==> src/design/tfc_pkg.sv <==
`default_nettype none

package tfc_pkg;

    localparam logic [63:0] FNV_BASIS   = 64'hCBF2_9CE4_8422_2325;
    localparam logic [31:0] FRAME_MAGIC = 32'h5344_5053;

    localparam int LEN_W        = 12;
    localparam int QUEUE_DEPTH  = 2;
    localparam int QUEUE_PTR_W  = $clog2(QUEUE_DEPTH);
    localparam int QUEUE_CNT_W  = $clog2(QUEUE_DEPTH + 1);

    localparam logic [1:0] CLS_NONE    = 2'd0;
    localparam logic [1:0] CLS_SEED    = 2'd1;
    localparam logic [1:0] CLS_PAYLOAD = 2'd2;
    localparam logic [1:0] CLS_TAG     = 2'd3;

    localparam logic [2:0] VERDICT_OK       = 3'd0;
    localparam logic [2:0] VERDICT_SHORT    = 3'd1;
    localparam logic [2:0] VERDICT_MAGIC    = 3'd2;
    localparam logic [2:0] VERDICT_MISMATCH = 3'd3;
    localparam logic [2:0] VERDICT_LONG     = 3'd4;
    localparam logic [2:0] VERDICT_TAG      = 3'd5;

    typedef struct packed {
        logic [7:0]       data;
        logic             last;
        logic [1:0]       cls;
        logic             emit;
        logic [2:0]       tag_idx;
        logic [2:0]       verdict;
        logic [LEN_W-1:0] length;
    } entry_t;

    function automatic logic [7:0] magic_byte(input logic [1:0] idx);
        logic [7:0] b;
        case (idx)
            2'd0:    b = FRAME_MAGIC[31:24];
            2'd1:    b = FRAME_MAGIC[23:16];
            2'd2:    b = FRAME_MAGIC[15:8];
            default: b = FRAME_MAGIC[7:0];
        endcase
        return b;
    endfunction

    // multiply by the fnv 64 prime, 2^40 + 0x1b3, as shifts and adds
    function automatic logic [63:0] fnv_step(input logic [63:0] h, input logic [7:0] b);
        logic [63:0] x;
        x = h ^ {56'd0, b};
        return (x << 40) + (x << 8) + (x << 7) + (x << 5) + (x << 4) + (x << 1) + x;
    endfunction

endpackage

`default_nettype wire

==> src/design/tfc_back.sv <==
`default_nettype none

module tfc_back (
    input  wire logic                     clk,
    input  wire logic                     rst_n,
    input  wire logic [63:0]              seed,
    input  wire logic                     q_valid,
    input  wire tfc_pkg::entry_t          q_data,
    output logic                          pop,
    output logic                          result_valid,
    input  wire logic                     result_ready,
    output logic                          item_kind,
    output logic [7:0]                    payload_byte,
    output logic [2:0]                    verdict,
    output logic [tfc_pkg::LEN_W-1:0]     payload_length
);

    logic [63:0]               hash_reg, hash_next;
    logic                      tag_err_reg, tag_err_next;
    logic                      valid_reg, valid_next;
    logic                      kind_reg, kind_next;
    logic [7:0]                byte_reg, byte_next;
    logic [2:0]                verdict_reg, verdict_next;
    logic [tfc_pkg::LEN_W-1:0] length_reg, length_next;
    logic                      tag_miss;

    assign pop      = q_valid && (!valid_reg || result_ready);
    assign tag_miss = (q_data.cls == tfc_pkg::CLS_TAG)
                      && (hash_reg[{q_data.tag_idx, 3'b000} +: 8] != q_data.data);

    always_comb
    begin
        hash_next    = hash_reg;
        tag_err_next = tag_err_reg;
        valid_next   = valid_reg && !result_ready;
        kind_next    = kind_reg;
        byte_next    = byte_reg;
        verdict_next = verdict_reg;
        length_next  = length_reg;

        if (pop)
        begin
            case (q_data.cls)
                tfc_pkg::CLS_SEED:    hash_next = seed;
                tfc_pkg::CLS_PAYLOAD: hash_next = tfc_pkg::fnv_step(hash_reg, q_data.data);
                tfc_pkg::CLS_TAG:     tag_err_next = tag_err_reg || tag_miss;
                default:              hash_next = hash_reg;
            endcase

            if (q_data.last)
            begin
                valid_next   = 1'b1;
                kind_next    = 1'b1;
                byte_next    = 8'd0;
                verdict_next = q_data.verdict;
                if (q_data.verdict == tfc_pkg::VERDICT_OK && (tag_err_reg || tag_miss))
                begin
                    verdict_next = tfc_pkg::VERDICT_TAG;
                end
                length_next  = (verdict_next == tfc_pkg::VERDICT_OK) ? q_data.length : '0;
                tag_err_next = 1'b0;
            end
            else if (q_data.cls == tfc_pkg::CLS_PAYLOAD && q_data.emit)
            begin
                valid_next   = 1'b1;
                kind_next    = 1'b0;
                byte_next    = q_data.data;
                verdict_next = tfc_pkg::VERDICT_OK;
                length_next  = '0;
            end
        end
    end

    always_ff @(posedge clk)
    begin
        hash_reg    <= hash_next;
        kind_reg    <= kind_next;
        byte_reg    <= byte_next;
        verdict_reg <= verdict_next;
        length_reg  <= length_next;
    end

    always_ff @(posedge clk or negedge rst_n)
    begin
        if (!rst_n)
        begin
            tag_err_reg <= 1'b0;
            valid_reg   <= 1'b0;
        end
        else
        begin
            tag_err_reg <= tag_err_next;
            valid_reg   <= valid_next;
        end
    end

    assign result_valid   = valid_reg;
    assign item_kind      = kind_reg;
    assign payload_byte   = byte_reg;
    assign verdict        = verdict_reg;
    assign payload_length = length_reg;

`ifndef ASSERT_OFF
    a_last_gives_verdict: assert property (@(posedge clk) disable iff (!rst_n)
        pop && q_data.last |=> valid_reg && kind_reg)
        else $error("end of frame without verdict");

    a_front_reject_kept: assert property (@(posedge clk) disable iff (!rst_n)
        pop && q_data.last && q_data.verdict != tfc_pkg::VERDICT_OK
        |=> verdict_reg == $past(q_data.verdict))
        else $error("front verdict overridden");

    a_byte_item_clean: assert property (@(posedge clk) disable iff (!rst_n)
        valid_reg && !kind_reg |-> verdict_reg == tfc_pkg::VERDICT_OK && length_reg == '0)
        else $error("payload item carries verdict fields");

    a_tag_err_cleared: assert property (@(posedge clk) disable iff (!rst_n)
        pop && q_data.last |=> !tag_err_reg)
        else $error("tag error survives end of frame");
`endif

endmodule

`default_nettype wire
==> config.mk <==
export PLATFORM = sky130hd
export DESIGN_NAME = tfc_back
export DESIGN_NICKNAME = d
export VERILOG_FILES = /design/src/design/tfc_pkg.sv /design/src/design/tfc_back.sv
export SDC_FILE = /design/constraint.sdc
export NUM_CORES = 1
export LEC_CHECK = 0
export BUFFER_PORTS_ARGS = -buffer_cell sky130_fd_sc_hd__buf_2
export CORE_UTILIZATION = 45
export CTS_CLUSTER_SIZE = 28
export DETAILED_ROUTE_END_ITERATION = 6
export PLACE_DENSITY_LB_ADDON = 0.1
export SLEW_MARGIN = 20
export SYNTH_ARGS = -nofsm -noshare
export SYNTH_HDL_FRONTEND = slang
export SYNTH_SLANG_ARGS = --single-unit
==> constraint.sdc <==
create_clock -name clk -period 11.5 [get_ports clk]
set_input_delay 1.725 -clock clk [delete_from_list [all_inputs] [get_ports clk]]
set_output_delay 1.725 -clock clk [all_outputs]
set_load 0.01 [all_outputs]
==> results of run 1 <==
==> Yosys cell counts (all sizes together) (3+ instances only) <==
library cell / number
mux4: 16
o21bai: 7
fa: 245
nor2: 51
a31o: 4
a211o: 8
nand2: 58
o31a: 4
a21boi: 3
a21o: 37
mux2i: 8
nor3: 16
o21a: 14
a221oi: 3
buf: 11
and2: 19
a2111oi: 3
clkbuf: 24
a221o: 4
o221ai: 5
xor2: 13
nor2b: 12
mux2: 31
and3: 15
o31ai: 10
o2111ai: 5
o21ai: 43
a21oi: 66
o311ai: 5
nor4: 4
inv: 409
edfxtp: 88
a31oi: 9
xnor2: 53
nand4: 10
o211ai: 10
a211oi: 13
nand2b: 3
nand3: 9
ha: 112
==> cell usage in the layout (no fill, tap or decap), types with 4 or more instances in the layout <==
cell       count
fa_1         245
o31ai_1       10
a21o_1        37
o21bai_1       7
o21a_1        14
o221ai_1       5
and2_1        19
buf_4          5
o211ai_1      10
mux2_2        31
a21oi_1       66
nand2_1       58
nand3_1        9
nor3_1        16
inv_1        408
a31oi_1        6
a31o_2         4
xor2_1        13
o21ai_0       37
xnor2_1       53
ha_1         111
a221o_1        4
and3_1        15
o311ai_0       4
o31a_1         4
nor2_1        49
a211o_1        8
mux2i_1        8
edfxtp_1      88
mux4_2        16
a211oi_1      12
clkbuf_16      9
nor2b_1       12
nand4_1        8
o2111ai_1      5
buf_2        123
==> how the worst max path moves through the flow <==
stage / start / endpoint / slack [ps] / cells past startpoint
2_1_floorplan: q_data[27] / hash_reg[59] / 4940 / 16
3_3_place_gp: q_data[27] / hash_reg[59] / 4080 / 17
3_5_place_dp: q_data[24] / hash_reg[59] / 4020 / 18
4_1_cts: q_data[24] / hash_reg[59] / 4410 / 18
5_1_grt: q_data[24] / hash_reg[60] / 4010 / 20
6_report: q_data[24] / hash_reg[59] / 4320 / 18
==> logic make-up (layout without fill, tap and decap cells) <==
group	count (synthesis)	in the layout	synth area share (%)
fa+ha+maj	357	357	42.0
xor+xnor	66	66	3.85
compound gates	270	270	12.9
flops	90	90	17.9
mux	55	55	5.26
simple gates	203	203	6.76
other cells	0	2	0
buf+inv	444	553	11.3
==> layer usage <==
metal	global-route usage, %	part of all wire [%]	vias up
met5	0	0	-
met4	6.78	1.9	0
met3	5.33	6.2	40
met2	40.4	45	337
met1	37.4	47	5380
li1	-	-	5020
==> worst max-delay path, delay by kind of cell <==
kind	cells	cell delay [ps]
AOI/OAI and AO/OA	7	1800
xor gates and xnor gates	2	1110
adders and majority gates	5	1830
buffers and inverters	2	400
and+or+nand+nor	2	420
==> cell type report <==
type                    count  area (sq um)  area share (%)
multi-input cells         951         10700            65.1
flip-flops and latches     90          2690            16.4
inverters                 409          1540            9.37
repair buffers            128           653            3.99
well taps                 442           553            3.38
clock buffers              12           246            1.50
clock inverters             4          36.3           0.222
diodes                      2          5.00          0.0306
==> stage by stage <==
step / std cells / hold WS, ps / area [sq um] / utilization [%]
global route: 2038 / 553 / 16400 / 50.1
CTS: 2036 / 535 / 16400 / 50.1
finish: 2038 / 539 / 16400 / 50.1
detailed placement: 2020 / 518 / 16100 / 49.2
global placement: 2020 / 494 / 16100 / 49.2
floorplan: 1485 / 485 / 15000 / -
==> run metrics, run 1 <==
post-synthesis sequential area ratio 17.9%; share of layout cells above drive strength 1 13.5%; outcome completed; cts repair resizes 0; fill count 3,135; worst setup path class primary input to flop; synth unique cells 75; Yosys top cell by area fa_1; R2R setup slack 5300 ps; worst r2r src hash_reg[2]; Slowest-stage cell, CP xnor2_1; Mapped Cells 1,485; Rows 66; IO Port Bufs 123; die area 34,100 sq um; TritonCTS Buffers 9; Post-CTS Setup Repair Bufs 0; syn avg cell area 10.1 sq um; Netlist Area Pre-Place 15,000 sq um; Final Skew 14.0 ps; CP max stage delay 810 ps; Die Wd 185 um; period utilisation layout 62.5%; max-cap viol count 0; Initial Util 45.9%; max FFs per register 64; yosys warns 0; DIE HEIGHT 185 um; via count 10,777; max-slew violations 0; Worst R2R End hash_reg[59]; Seq cells post-synth 90; overall routing resource usage 26.2%; first-pass GRT wire length 65.4 mm; endpoint type of the worst setup path flop; Layout area overhead 9.06%; clk root buf clkbuf_16; crit path DAT 7280 ps; I/O pins 124; top post-synthesis cells by area fa_1 33%, edfxtp_1 18%, inv_1 10%; pre-CTS setup slack 4020 ps; Hold Crit Depth 2; cell mode on critical path ha_1; initial antenna violation count 2; H-tree levels 3; GPL Wtd Cong 0.943; clk_lat worst skew 380 ps; Hold Fails Final Rpt 0; Post-synth ARST share 2.22%; hold_sp result_valid; post-synth top area share 32.7%; Reg clk slew, reported paths 70 ps; r2r worst-path depth 17; Syn Nets 1,940; RSZ-0062 raised after global routing no; WL/cell 20.3 um; Slew Limit Headroom 30.9%; drc violations 0; CTS tree built; Nets 2,044; WP data required 11,590 ps; clk sinks 90; Longest Clk Path Bufs 2; grt total ovfl 0; Routed WL 41.4 mm; antenna-violating nets left 0; maximum clock rate 139 MHz; Hold Path Class flop to flop; Worst-Margin Slew 1040 ps; DP HPWL 35.3 mm; core area 32,700 sq um; Final Critical Period 7180 ps; Synth Flop Type edfxtp_1; DRT Pass-1 Iters 5; number of global-route vias before repair 11,262; crit-path cells buf_2 -> xnor2_1 -> inv_1 -> xnor2_1 -> ha_1 -> fa_1 -> ha_1 -> ha_1 -> fa_1 -> a211oi_1 -> o21ai_0 -> nand4_2 -> nand4b_2 -> a41oi_4 -> o21ai_4 -> a31oi_4 -> o21a_1 -> o221ai_1; type of origin of the critical path primary input; maximum fanout along the worst path 7; Min-Delay Endpoint result_valid; drt initial violations 696; Setup WS post-layout 4320 ps; DR vias/cell 5.29; largest net degree at the start of global routing 73; EDFF count, synth 88; Post-Route Setup TNS 0 ps; Hold Buf Count CTS 0; Setup-failing EPs final 0
Power of run 1 is left out: the tool's default activity adds up to more than one toggle a clock period on the data nets, which glitch-free logic cannot reach.
==> run 2: changes to the inputs <==
--- a/config.mk
+++ b/config.mk
@@ -5,6 +5,7 @@
 export SDC_FILE = /design/constraint.sdc
 export NUM_CORES = 1
 export LEC_CHECK = 0
+export ABC_AREA = 1
 export BUFFER_PORTS_ARGS = -buffer_cell sky130_fd_sc_hd__buf_2
 export CORE_UTILIZATION = 45
 export CTS_CLUSTER_SIZE = 28
==> constraint.sdc (replaced) <==
create_clock -name clk -period 6.16 [get_ports clk]
set_input_delay 0.924 -clock clk [delete_from_list [all_inputs] [get_ports clk]]
set_output_delay 0.924 -clock clk [all_outputs]
set_load 0.01 [all_outputs]
==> run 2 against run 1 <==
Net effect: non-clock buffer count rose by 12; worst setup slack worse by 3800 ps; worst hold slack worse by 240 ps; die area grew 6.7%; synthesized cell count increased by 39%; the run now ends with DRC left.
==> run metrics, run 2 <==
initial antenna violation count 1 (-1); Hold Buf Count CTS 0 (unchanged); WL/cell 22.0 um (+8.2%); IO Port Bufs 123 (unchanged); endpoint type of the worst setup path flop; maximum clock rate 176 MHz; Nets 2,647 (+30%); Hold Fails Final Rpt 0 (unchanged); Hold Path Class primary input to async pin; GPL Wtd Cong 1.10 (+16%); Worst Setup SP hash_reg[23]; worst setup path class flop to flop; syn avg cell area 7.76 sq um (-23%); Post-synth ARST share 2.22% (unchanged); XOR/XNOR Fraction of Synth Area 2.24% (-1.6 points); DIE HEIGHT 191 um (+3.3%); overall routing resource usage 33.4% (+7.3 points); die area 36,400 sq um (+6.7%); DR vias/cell 5.27 (-0.40%); clk sinks 90 (unchanged); outcome finished, violations left; period utilisation layout 92.0%; core area 34,800 sq um (+6.4%); crit path DAT 5820 ps (-1460 ps); CTS tree built; max-cap viol count 0 (unchanged); maximum fanout along the worst path 6 (-1); Mapped Cells 2,067 (+39%); Longest Clk Path Bufs 2 (unchanged); share of layout cells above drive strength 1 8.15% (-5.3 points); worst r2r src hash_reg[23]; compound-gate portion of the synthesized area 7.68% (-5.3 points); Netlist Area Pre-Place 16,000 sq um (+6.8%); Ant. Diodes 0 (-2); Worst-Margin Slew 1060 ps (+23.1 ps); yosys warns 0 (unchanged); drt initial violations 1,142 (+64%); Setup-failing EPs final 0 (unchanged); Layout area overhead 9.17% (about the same); top post-synthesis cells by area fa_1 31%, edfxtp_1 16%, inv_1 13%; grt total ovfl 0 (unchanged); r2r worst-path depth 19 (+2); simple-gate share of the synthesized area 19.6% (+13 points); Seq cells post-synth 90 (unchanged); antenna-violating nets left 0 (unchanged); adder-cell area share of the yosys netlist 39.3% (-2.7 points); drc violations 1 (+1); Synth Flop Type edfxtp_1; Rows 68 (+3.0%); synth unique cells 35 (-53%); type of origin of the critical path flop; largest net degree at the start of global routing 54 (-26%); Final Critical Period 5670 ps; Worst Setup EP hash_reg[63]; I/O pins 124 (unchanged); Worst R2R End hash_reg[63]; clk_lat worst skew 400 ps (+20 ps); Slew Limit Headroom 29.2% (-1.7 points); max FFs per register 64 (unchanged); Die Wd 191 um (+3.3%); failing checks DRC; via count 13,968 (+30%); Reg clk slew, reported paths 90 ps (+20 ps); most common cell after layout, fill and taps aside inv_1; post-synth top area share 30.6% (-2.1 points); multiplexer share of the synthesized area 0% (-5.3 points); Yosys top cell by area fa_1; Routed WL 58.3 mm (+41%); Post-CTS Setup Repair Bufs 0 (unchanged); post-synthesis sequential area ratio 16.8% (-1.1 points); RSZ-0062 raised after global routing no; top-count cell post-synth inv_1; clk root buf clkbuf_16; WP data required 6310 ps (-5280 ps); largest family of logic cells by synthesized area adder cells; cts repair resizes 0 (unchanged); synth cell count leaders 567 x inv_1, 388 x nand2_1, 245 x fa_1, 169 x nor2_1, 126 x nand3_1; DRT Pass-1 Iters 7 (+2); Initial Util 46.1% (+0.17 points); Post-Route Setup TNS 0 ps (unchanged); DP HPWL 49.8 mm (+41%); max-slew violations 0 (unchanged); commonest cells after routing, fill and taps aside 566 x inv_1, 388 x nand2_1, 245 x fa_1; R2R setup slack 490 ps (-4810 ps); EDFF count, synth 88 (unchanged); TritonCTS Buffers 9 (unchanged); Syn Nets 2,522 (+30%); Final Skew 15.3 ps (+1.30 ps); first-pass GRT wire length 86.8 mm (+33%); H-tree levels 3 (unchanged); number of global-route vias before repair 14,200 (+26%)
==> run 2: layout make-up <==
type,count,area [sq um]
Fill cell,3604,17300
Multi-Input combinational cell,1382,11100
Sequential cell,90,2690
Inverter,569,2140
Timing Repair Buffer,140,743
Tap cell,455,569
Clock buffer,9,225
Clock inverter,7,78.8
==> run 2: worst min path at each step <==
stage	startpoint	end
detailed placement	result_valid	result_valid
finish	rst_n	result_valid
CTS	rst_n	result_valid
floorplan	tag_err_reg	tag_err_reg
global placement	result_valid	result_valid
global route	rst_n	result_valid
==> run 2: cell families (layout without fill, tap and decap cells) <==
kind of cell,after synthesis,count (layout)
buffers and inverters,595,725
AO/OA/AOI/OAI,232,232
flip-flops,90,90
AND/OR/NAND/NOR,752,752
adder cells (fa/ha/maj),357,357
XOR/XNOR,41,41
==> run 2: routing by layer <==
layer  GRT usage, %  routed length, um
met5              0                 13
met4           13.0               2320
met3           6.37               4010
met2           52.7              26400
met1           45.3              25600
==> run 2: worst max-delay path: stages, from the launching register on <==
cell and delay [ps]:
edfxtp_1 700, inv_1 370, fa_1 600, inv_1 60
fa_1 520, inv_1 50, fa_1 470, inv_1 40
ha_1 270, ha_1 340, a21oi_1 320, o21ai_0 230
a21oi_1 450, inv_1 100, nor2_1 370, nand2_1 180
nand2_1 130, nand3_1 80, nand3_1 80, nand2_1 60
==> run 2: per-stage QoR <==
| stage | hold slack [ps] | instance area [sq um] | utilization (%) | std cells | setup slack (ps) |
|---|---|---|---|---|---|
| 2_1_floorplan | 526 | 16000 | - | 2067 | 1100 |
| 3_3_place_gp | 498 | 17200 | 49.4 | 2636 | 281 |
| 3_5_place_dp | 496 | 17200 | 49.4 | 2636 | 288 |
| 4_1_cts | 286 | 17500 | 50.3 | 2652 | 639 |
| 5_1_grt | 285 | 17500 | 50.3 | 2652 | 312 |
| 6_report | 301 | 17500 | 50.3 | 2652 | 491 |
Power of run 2 is left out for the same reason.
